===== src/design/wfba_pkg.sv =====
`default_nettype none

package wfba_pkg;

  // Input word: what to do and the size that goes with it.
  typedef struct packed {
    logic        action;
    logic [15:0] amount;
  } wfba_in_t;

  // Action codes carried in the action bit.
  localparam logic ACT_ADD     = 1'b0;
  localparam logic ACT_REQUEST = 1'b1;

  typedef enum logic [1:0] {
    OUT_ADDED   = 2'd0,
    OUT_GRANTED = 2'd1,
    OUT_NOFIT   = 2'd2,
    OUT_FULL    = 2'd3
  } wfba_outcome_t;

  // Result word.
  typedef struct packed {
    wfba_outcome_t outcome;
    logic [4:0]    block_index;
    logic [15:0]   block_amount;
    logic [15:0]   request_number;
  } wfba_out_t;

  typedef enum logic [1:0] {
    ST_IDLE,
    ST_SCAN,
    ST_DONE
  } wfba_state_t;

endpackage

`default_nettype wire


===== src/design/wfba_cell.sv =====
`default_nettype none

module wfba_cell #(
  parameter int IDX_W     = 5,
  parameter int SIZE_BITS = 16,
  parameter int CELL_IDX  = 0
) (
  input  wire logic                 clk,
  input  wire logic                 rst_n,
  input  wire logic                 load_en,
  input  wire logic [SIZE_BITS-1:0] load_size,
  input  wire logic                 grant_en,
  input  wire logic                 cand_found_i,
  input  wire logic [IDX_W-1:0]     cand_idx_i,
  input  wire logic [SIZE_BITS-1:0] cand_size_i,
  output logic                      cand_found_o,
  output logic [IDX_W-1:0]          cand_idx_o,
  output logic [SIZE_BITS-1:0]      cand_size_o,
  output logic                      used_o,
  output logic                      loaded_o
);

  logic                 loaded_r;
  logic                 used_r;
  logic [SIZE_BITS-1:0] size_r;
  logic                 found_r;
  logic [IDX_W-1:0]     idx_r;
  logic [SIZE_BITS-1:0] best_r;
  logic                 take;

  // This cell replaces the incoming candidate only if it is strictly larger,
  // so the earliest loaded block wins a tie.
  assign take = loaded_r && !used_r && (!cand_found_i || (size_r > cand_size_i));

  always_ff @(posedge clk) begin
    if (!rst_n) begin
      loaded_r <= 1'b0;
      used_r   <= 1'b0;
      found_r  <= 1'b0;
    end else begin
      if (load_en) begin
        loaded_r <= 1'b1;
        used_r   <= 1'b0;
      end else if (grant_en) begin
        used_r <= 1'b1;
      end
      found_r <= take || cand_found_i;
    end
  end

  always_ff @(posedge clk) begin
    if (load_en) begin
      size_r <= load_size;
    end
    if (take) begin
      idx_r  <= IDX_W'(CELL_IDX);
      best_r <= size_r;
    end else begin
      idx_r  <= cand_idx_i;
      best_r <= cand_size_i;
    end
  end

  assign cand_found_o = found_r;
  assign cand_idx_o   = idx_r;
  assign cand_size_o  = best_r;
  assign used_o       = used_r;
  assign loaded_o     = loaded_r;

endmodule

`default_nettype wire


===== src/design/worst_fit_block_allocator.sv =====
`default_nettype none

// Worst-fit block allocator. Each word on the input channel either adds a
// memory block of the given size to the table (action 0) or requests an
// allocation (action 1), and every input word yields exactly one result word.
// A request is granted the largest unused block, with ties going to the block
// loaded first, provided the request fits; the whole block is then marked used
// and never split. Blocks are held in a row of MAX_BLOCKS cells. A request
// sends a candidate (best block so far) through the row, one cell per clock.
// A request's result is formed at the end of the scan and an add's when the
// add is accepted; either is then held in the done state until it moves into
// the output register, and the input stays stalled until then. One word is
// worked on at a time, but a finished result sits in the output register, so
// the next input word can be accepted while the previous result is still
// stalled. Failed requests still consume a request number, which wraps at
// 16 bits.
module worst_fit_block_allocator #(
  parameter int MAX_BLOCKS = 32,
  parameter int SIZE_BITS  = 16
) (
  input  wire logic                clk,
  input  wire logic                rst_n,
  input  wire logic                in_valid,
  output logic                     in_stall,
  input  wire wfba_pkg::wfba_in_t  in_word,
  output logic                     out_valid,
  input  wire logic                out_stall,
  output wfba_pkg::wfba_out_t      out_word
);

  import wfba_pkg::*;

  localparam int IDX_W = $clog2(MAX_BLOCKS);
  localparam int CNT_W = $clog2(MAX_BLOCKS + 1);

  wfba_state_t          state_r, state_nxt;
  logic [CNT_W-1:0]     scan_cnt_r, scan_cnt_nxt;
  logic [CNT_W-1:0]     loaded_cnt_r, loaded_cnt_nxt;
  logic [15:0]          req_seen_r, req_seen_nxt;
  logic [SIZE_BITS-1:0] amt_r, amt_nxt;
  wfba_out_t            res_r, res_nxt;
  logic                 out_valid_r, out_valid_nxt;
  wfba_out_t            out_word_r, out_word_nxt;

  logic                 in_acc;
  logic                 table_full;
  logic                 add_en;
  logic                 grant_en;
  logic [SIZE_BITS-1:0] in_amt;

  // Candidate chain: entry 0 is the empty candidate fed into the first cell.
  logic                 cf [MAX_BLOCKS+1];
  logic [IDX_W-1:0]     ci [MAX_BLOCKS+1];
  logic [SIZE_BITS-1:0] cs [MAX_BLOCKS+1];
  logic [MAX_BLOCKS-1:0] used_vec;
  logic [MAX_BLOCKS-1:0] loaded_vec;

  assign cf[0] = 1'b0;
  assign ci[0] = '0;
  assign cs[0] = '0;

  assign in_stall   = (state_r != ST_IDLE);
  assign in_acc     = in_valid && !in_stall;
  assign table_full = (loaded_cnt_r == CNT_W'(MAX_BLOCKS));
  assign in_amt     = SIZE_BITS'(in_word.amount);

  genvar k;
  generate
    for (k = 0; k < MAX_BLOCKS; k++) begin : g_cell
      wfba_cell #(
        .IDX_W     (IDX_W),
        .SIZE_BITS (SIZE_BITS),
        .CELL_IDX  (k)
      ) u_cell (
        .clk          (clk),
        .rst_n        (rst_n),
        .load_en      (add_en && (loaded_cnt_r == CNT_W'(k))),
        .load_size    (in_amt),
        .grant_en     (grant_en && (ci[MAX_BLOCKS] == IDX_W'(k))),
        .cand_found_i (cf[k]),
        .cand_idx_i   (ci[k]),
        .cand_size_i  (cs[k]),
        .cand_found_o (cf[k+1]),
        .cand_idx_o   (ci[k+1]),
        .cand_size_o  (cs[k+1]),
        .used_o       (used_vec[k]),
        .loaded_o     (loaded_vec[k])
      );
    end
  endgenerate

  always_ff @(posedge clk) begin
    if (!rst_n) begin
      state_r      <= ST_IDLE;
      scan_cnt_r   <= '0;
      loaded_cnt_r <= '0;
      req_seen_r   <= '0;
      out_valid_r  <= 1'b0;
    end else begin
      state_r      <= state_nxt;
      scan_cnt_r   <= scan_cnt_nxt;
      loaded_cnt_r <= loaded_cnt_nxt;
      req_seen_r   <= req_seen_nxt;
      out_valid_r  <= out_valid_nxt;
    end
  end

  always_ff @(posedge clk) begin
    amt_r      <= amt_nxt;
    res_r      <= res_nxt;
    out_word_r <= out_word_nxt;
  end

  always_comb begin
    state_nxt      = state_r;
    scan_cnt_nxt   = scan_cnt_r;
    loaded_cnt_nxt = loaded_cnt_r;
    req_seen_nxt   = req_seen_r;
    amt_nxt        = amt_r;
    res_nxt        = res_r;
    out_valid_nxt  = out_valid_r;
    out_word_nxt   = out_word_r;
    add_en         = 1'b0;
    grant_en       = 1'b0;

    if (out_valid_r && !out_stall) begin
      out_valid_nxt = 1'b0;
    end

    unique case (state_r)
      ST_IDLE: begin
        if (in_acc) begin
          if (in_word.action == ACT_ADD) begin
            res_nxt.request_number = '0;
            if (table_full) begin
              res_nxt.outcome      = OUT_FULL;
              res_nxt.block_index  = '0;
              res_nxt.block_amount = '0;
            end else begin
              add_en               = 1'b1;
              res_nxt.outcome      = OUT_ADDED;
              res_nxt.block_index  = 5'(loaded_cnt_r);
              res_nxt.block_amount = 16'(in_amt);
              loaded_cnt_nxt       = loaded_cnt_r + CNT_W'(1);
            end
            state_nxt = ST_DONE;
          end else begin
            res_nxt.request_number = req_seen_r;
            req_seen_nxt           = req_seen_r + 16'd1;
            amt_nxt                = in_amt;
            scan_cnt_nxt           = '0;
            state_nxt              = ST_SCAN;
          end
        end
      end
      ST_SCAN: begin
        // The last cell holds the answer once the candidate has passed all cells.
        if (scan_cnt_r == CNT_W'(MAX_BLOCKS)) begin
          if (cf[MAX_BLOCKS] && (amt_r <= cs[MAX_BLOCKS])) begin
            grant_en             = 1'b1;
            res_nxt.outcome      = OUT_GRANTED;
            res_nxt.block_index  = 5'(ci[MAX_BLOCKS]);
            res_nxt.block_amount = 16'(cs[MAX_BLOCKS]);
          end else begin
            res_nxt.outcome      = OUT_NOFIT;
            res_nxt.block_index  = '0;
            res_nxt.block_amount = '0;
          end
          state_nxt = ST_DONE;
        end else begin
          scan_cnt_nxt = scan_cnt_r + CNT_W'(1);
        end
      end
      ST_DONE: begin
        if (!out_valid_r || !out_stall) begin
          out_word_nxt  = res_r;
          out_valid_nxt = 1'b1;
          state_nxt     = ST_IDLE;
        end
      end
      default: begin
        state_nxt = ST_IDLE;
      end
    endcase
  end

  assign out_valid = out_valid_r;
  assign out_word  = out_word_r;

  a_req_starts_scan: assert property (@(posedge clk) disable iff (!rst_n)
    (in_acc && (in_word.action == ACT_REQUEST)) |=> (state_r == ST_SCAN))
    else $error("accepted request did not start a scan");

  a_scan_bound: assert property (@(posedge clk) disable iff (!rst_n)
    (state_r == ST_SCAN) |-> (scan_cnt_r <= CNT_W'(MAX_BLOCKS)))
    else $error("scan counter ran past the row of cells");

  a_count_bound: assert property (@(posedge clk) disable iff (!rst_n)
    loaded_cnt_r <= CNT_W'(MAX_BLOCKS))
    else $error("block count exceeds table size");

  a_grant_free: assert property (@(posedge clk) disable iff (!rst_n)
    grant_en |-> (loaded_vec[ci[MAX_BLOCKS]] && !used_vec[ci[MAX_BLOCKS]]))
    else $error("granted block was not a loaded free block");

  a_result_kept: assert property (@(posedge clk) disable iff (!rst_n)
    (out_valid_r && out_stall && (state_r == ST_DONE)) |=> (state_r == ST_DONE))
    else $error("pending result dropped while output was stalled");

endmodule

`default_nettype wire


===== config.mk =====
export PLATFORM = sky130hd
export DESIGN_NAME = worst_fit_block_allocator
export DESIGN_NICKNAME = d
export VERILOG_FILES = /design/src/design/wfba_pkg.sv /design/src/design/wfba_cell.sv /design/src/design/worst_fit_block_allocator.sv
export SDC_FILE = /design/constraint.sdc
export NUM_CORES = 2
export LEC_CHECK = 0
export BUFFER_PORTS_ARGS = -buffer_cell sky130_fd_sc_hd__buf_4
export CAP_MARGIN = 25
export CORE_MARGIN = 2
export CORE_UTILIZATION = 50
export CTS_CLUSTER_DIAMETER = 40
export DETAILED_ROUTE_END_ITERATION = 10
export PLACE_DENSITY = 0.77
export SLEW_MARGIN = 20
export SYNTH_ARGS = -nofsm -noshare
export SYNTH_HDL_FRONTEND = slang
export SYNTH_SLANG_ARGS = --single-unit

===== constraint.sdc =====
create_clock -name clk -period 2.7 [get_ports clk]
set_input_delay 0.27 -clock clk [delete_from_list [all_inputs] [get_ports clk]]
set_output_delay 0.27 -clock clk [all_outputs]
set_load 0.03 [all_outputs]

==> results.yml <==
timing:
  finalCriticalPeriod_ns: 2.60
  finalSetupViolations: 0
  final_hold_viol_count: 0
  tns_ns: 0
  skew_ns: 0.0448
  rsz0062_at_grt: "no"
  slew_viol_final: 0
  slew_headroom_pct: 47.0
  worstMarginPinSlew_ns: 0.795
  fmax_ghz: 0.384
  fin_ws_ns: 0.0987
  period_share_pct: 96.3
logic_synthesis:
  synth_fp_nets: 4952
  synth_area_sq_um: 56700
  synth_area_per_cell_sq_um: 12.8
  ys.flop_type: "dfxtp_1"
  synth_warnings: 0
  synth_edf_count: 606
  synth-seq-cells: 1374
  async_flop_share_pct: 0
  yosys.cell_types.count: 72
  seq_area_frac_synth_pct: 59.3
  synthCells: 4412
power_and_ir_drop:
  power.density_nw_per_um2: 720
  power_uw: 46600
  vdd_drop_max_uv: 652
  leakagePower_uw: 0.0252
setup_path:
  cp-start-kind: "register"
  worst-r2r-cell-count: 7
  cpLargestDelayFamily: "compound AO/OA/AOI/OAI gates"
  crit_buf_inv: 0
  path_max_fanout: 20
  r2r-end: "g_cell[9].u_cell.cand_size_o[10]$_DFF_P_"
  crit_slowest_cell: "o21ba_2"
  reg2reg_from: "g_cell[9].u_cell.size_r[9]$_DFFE_PP_"
  cpPeakStageDelay_ns: 0.52
  arrival_ns: 3.20
  end_kind: "register"
  rrSetupSlack_ns: 0.1
  crit_type: "reg2reg"
  crit_required_ns: 3.29
  path_cells: "ha_1 -> and4_1 -> nand3_1 -> a21o_1 -> a31oi_1 -> o21ba_2 -> mux2_2"
flow_run:
  maxCapViolations: 0
floorplan:
  core_area_sq_um: 112000
  pin_count: 62
  row_count: 123
  start_util_pct: 50.4
  chipHeight_um: 341
  dieArea_sq_um: 116000
  die_w_um: 341
detailed_routing:
  drtIter0Drc: 2250
  vias_per_cell: 5.41
  wire_per_inst_um: 20.3
  vias: 33900
  detail-route-antenna-nets: 0
  first_pass_iters: 7
  drc_errors: 0
  wirelength_um: 127000
clock_network:
  clkTransAtPathRegs_ns: 0.06
  clockBufferDepth: 3
  clock-sinks: 1374
  htreeDepth: 4
  numCtsBuffers: 155
  worstSkewPairLatency_ns: 0.75
  cts_root_buffer: "clkbuf_16"
  tritoncts: "built"
global_routing:
  grt_pass1_vias: 35000
  met3_usage_pct: 3.80
  grt_pass1_wl_um: 197000
  grtUsageMet1_pct: 29.5
  antenna_found_initial: 4
  grt_overflow: 0
  grt_use_total_pct: 21.9
  grtUsageMet2_pct: 35.8
  grt.busiest_layer: "met2"
  grt_max_degree: 83
placed_design:
  gp_congestion: 0.842
  portBuffers: 61
  place_ws_ns: 0.0579
  dp_hpwl_um: 81700
min_path:
  worstHoldStart: "in_word[1]"
  hold_path_depth: 1
  min_to: "g_cell[0].u_cell.size_r[1]$_DFFE_PP_"
  hold_path.class: "in2reg"
finish:
  final_cell_mix: "dfxtp_1 (768), edfxtp_1 (606), inv_1 (563)"
  drive_gt1_share_pct: 21.0
  syn_to_final_growth_pct: 14.3
  fin_nets: 5167
  final_common_cell: "dfxtp_1"
run_status:
  status: "finished clean"
==> report_power, final <==
part | internal [uW] | switching, uW | leakage, uW | total (uW)
Sequential | 22300 | 399 | 0.0117 | 22700
Combinational | 978 | 1300 | 0.0109 | 2280
Clock | 12900 | 8710 | 0.00263 | 21600
Total | 36200 | 10400 | 0.0252 | 46600
==> cell type report <==
| type | instances | area, sq um |
|---|---|---|
| clock buffer | 212 | 4460 |
| clock inverter | 79 | 930 |
| fill | 8600 | 47800 |
| inverter | 563 | 2110 |
| tap | 1500 | 1880 |
| multi-input combinational | 2380 | 20500 |
| timing repair buffer | 153 | 1230 |
| antenna | 4 | 10.0 |
| sequential | 1374 | 33600 |
==> cell usage after synthesis, types with 17 or more instances <==
cell type,number,area [sq um]
nor4_1,21,131
nand4_1,90,563
and3_1,22,138
nor2b_1,113,707
nand2b_1,27,169
a21o_1,63,473
buf_2,43,215
clkbuf_1,43,161
nand3b_1,17,128
inv_1,563,2110
mux2_2,482,5430
o21a_1,61,458
a21oi_1,166,831
and2_1,64,400
nand3_1,92,460
or2_2,72,450
nor3_1,23,115
nand2_1,133,499
ha_1,519,6490
dfxtp_1,768,15400
o21ai_0,63,315
nor2_1,52,195
or4_1,21,158
a21boi_0,22,165
o211ai_1,32,240
edfxtp_1,606,18200
==> metrics by stage <==
stage / std cells / instance area, sq um / hold WS [ns] / utilization (%)
4_1_cts: 6260 / 64700 / 0.0673 / 57.5
6_report: 6265 / 64700 / 0.0899 / 57.5
3_5_place_dp: 5963 / 59200 / 0.394 / 52.7
2_1_floorplan: 4412 / 56700 / 0.369 / -
3_3_place_gp: 5963 / 59200 / 0.391 / 52.7
5_1_grt: 6261 / 64700 / 0.0788 / 57.5
==> registers in the layout, summed over array words and instances, names as in the netlist <==
register                    count
g_cell.u_cell.used_o           32
loaded_cnt_r                    6
out_word                       39
scan_cnt_r                      6
g_cell.u_cell.size_r          512
state_r                         2
g_cell.u_cell.cand_size_o     512
g_cell.u_cell.loaded_o         32
g_cell.u_cell.cand_found_o     32
amt_r                          16
out_valid                       1
req_seen_r                     16
res_r                          39
g_cell.u_cell.cand_idx_o      129
==> worst max-delay path by stage <==
stage / from / endpoint / slack, ns / cells after the start
after floorplan: state_r[1]$_SDFFE_PN0P_ / loaded_cnt_r[5]$_SDFFE_PN0P_ / 0.31 / 7
after global placement: g_cell[1].u_cell.size_r[5]$_DFFE_PP_ / g_cell[1].u_cell.cand_size_o[13]$_DFF_P_ / 0.08 / 7
after detailed placement: g_cell[1].u_cell.size_r[5]$_DFFE_PP_ / g_cell[1].u_cell.cand_size_o[0]$_DFF_P_ / 0.06 / 7
after CTS: g_cell[1].u_cell.size_r[5]$_DFFE_PP_ / g_cell[1].u_cell.cand_size_o[0]$_DFF_P_ / 0.05 / 7
after global routing: g_cell[9].u_cell.size_r[9]$_DFFE_PP_ / g_cell[9].u_cell.cand_size_o[10]$_DFF_P_ / 0.02 / 7
final: g_cell[9].u_cell.size_r[9]$_DFFE_PP_ / g_cell[9].u_cell.cand_size_o[10]$_DFF_P_ / 0.1 / 7
==> routing by layer <==
metal	share of wire, %	up-vias
met5	0.010	-
met4	2.8	2
met3	5.9	236
met2	47	921
met1	45	16600
li1	-	16100
==> kinds of logic after synthesis <==
family          count (synthesis)  share of synthesized area, %
flops                        1374                          59.3
simple gates                  791                          7.95
buf+inv                       658                          4.56
compound gates                550                          6.45
fa+ha+maj                     519                          11.5
mux                           497                          9.97
xor+xnor                       23                         0.356
==> repair_timing <==
item | CTS | global route
gates resized for setup | 0 | 2
endpoints found under the setup margin | 0 | 20
buffers inserted | 0 | 1
hold buffers | 6 | 0
endpoints found under the hold margin | 58 | 0
Note: power is estimated with default switching activity, not from simulation.
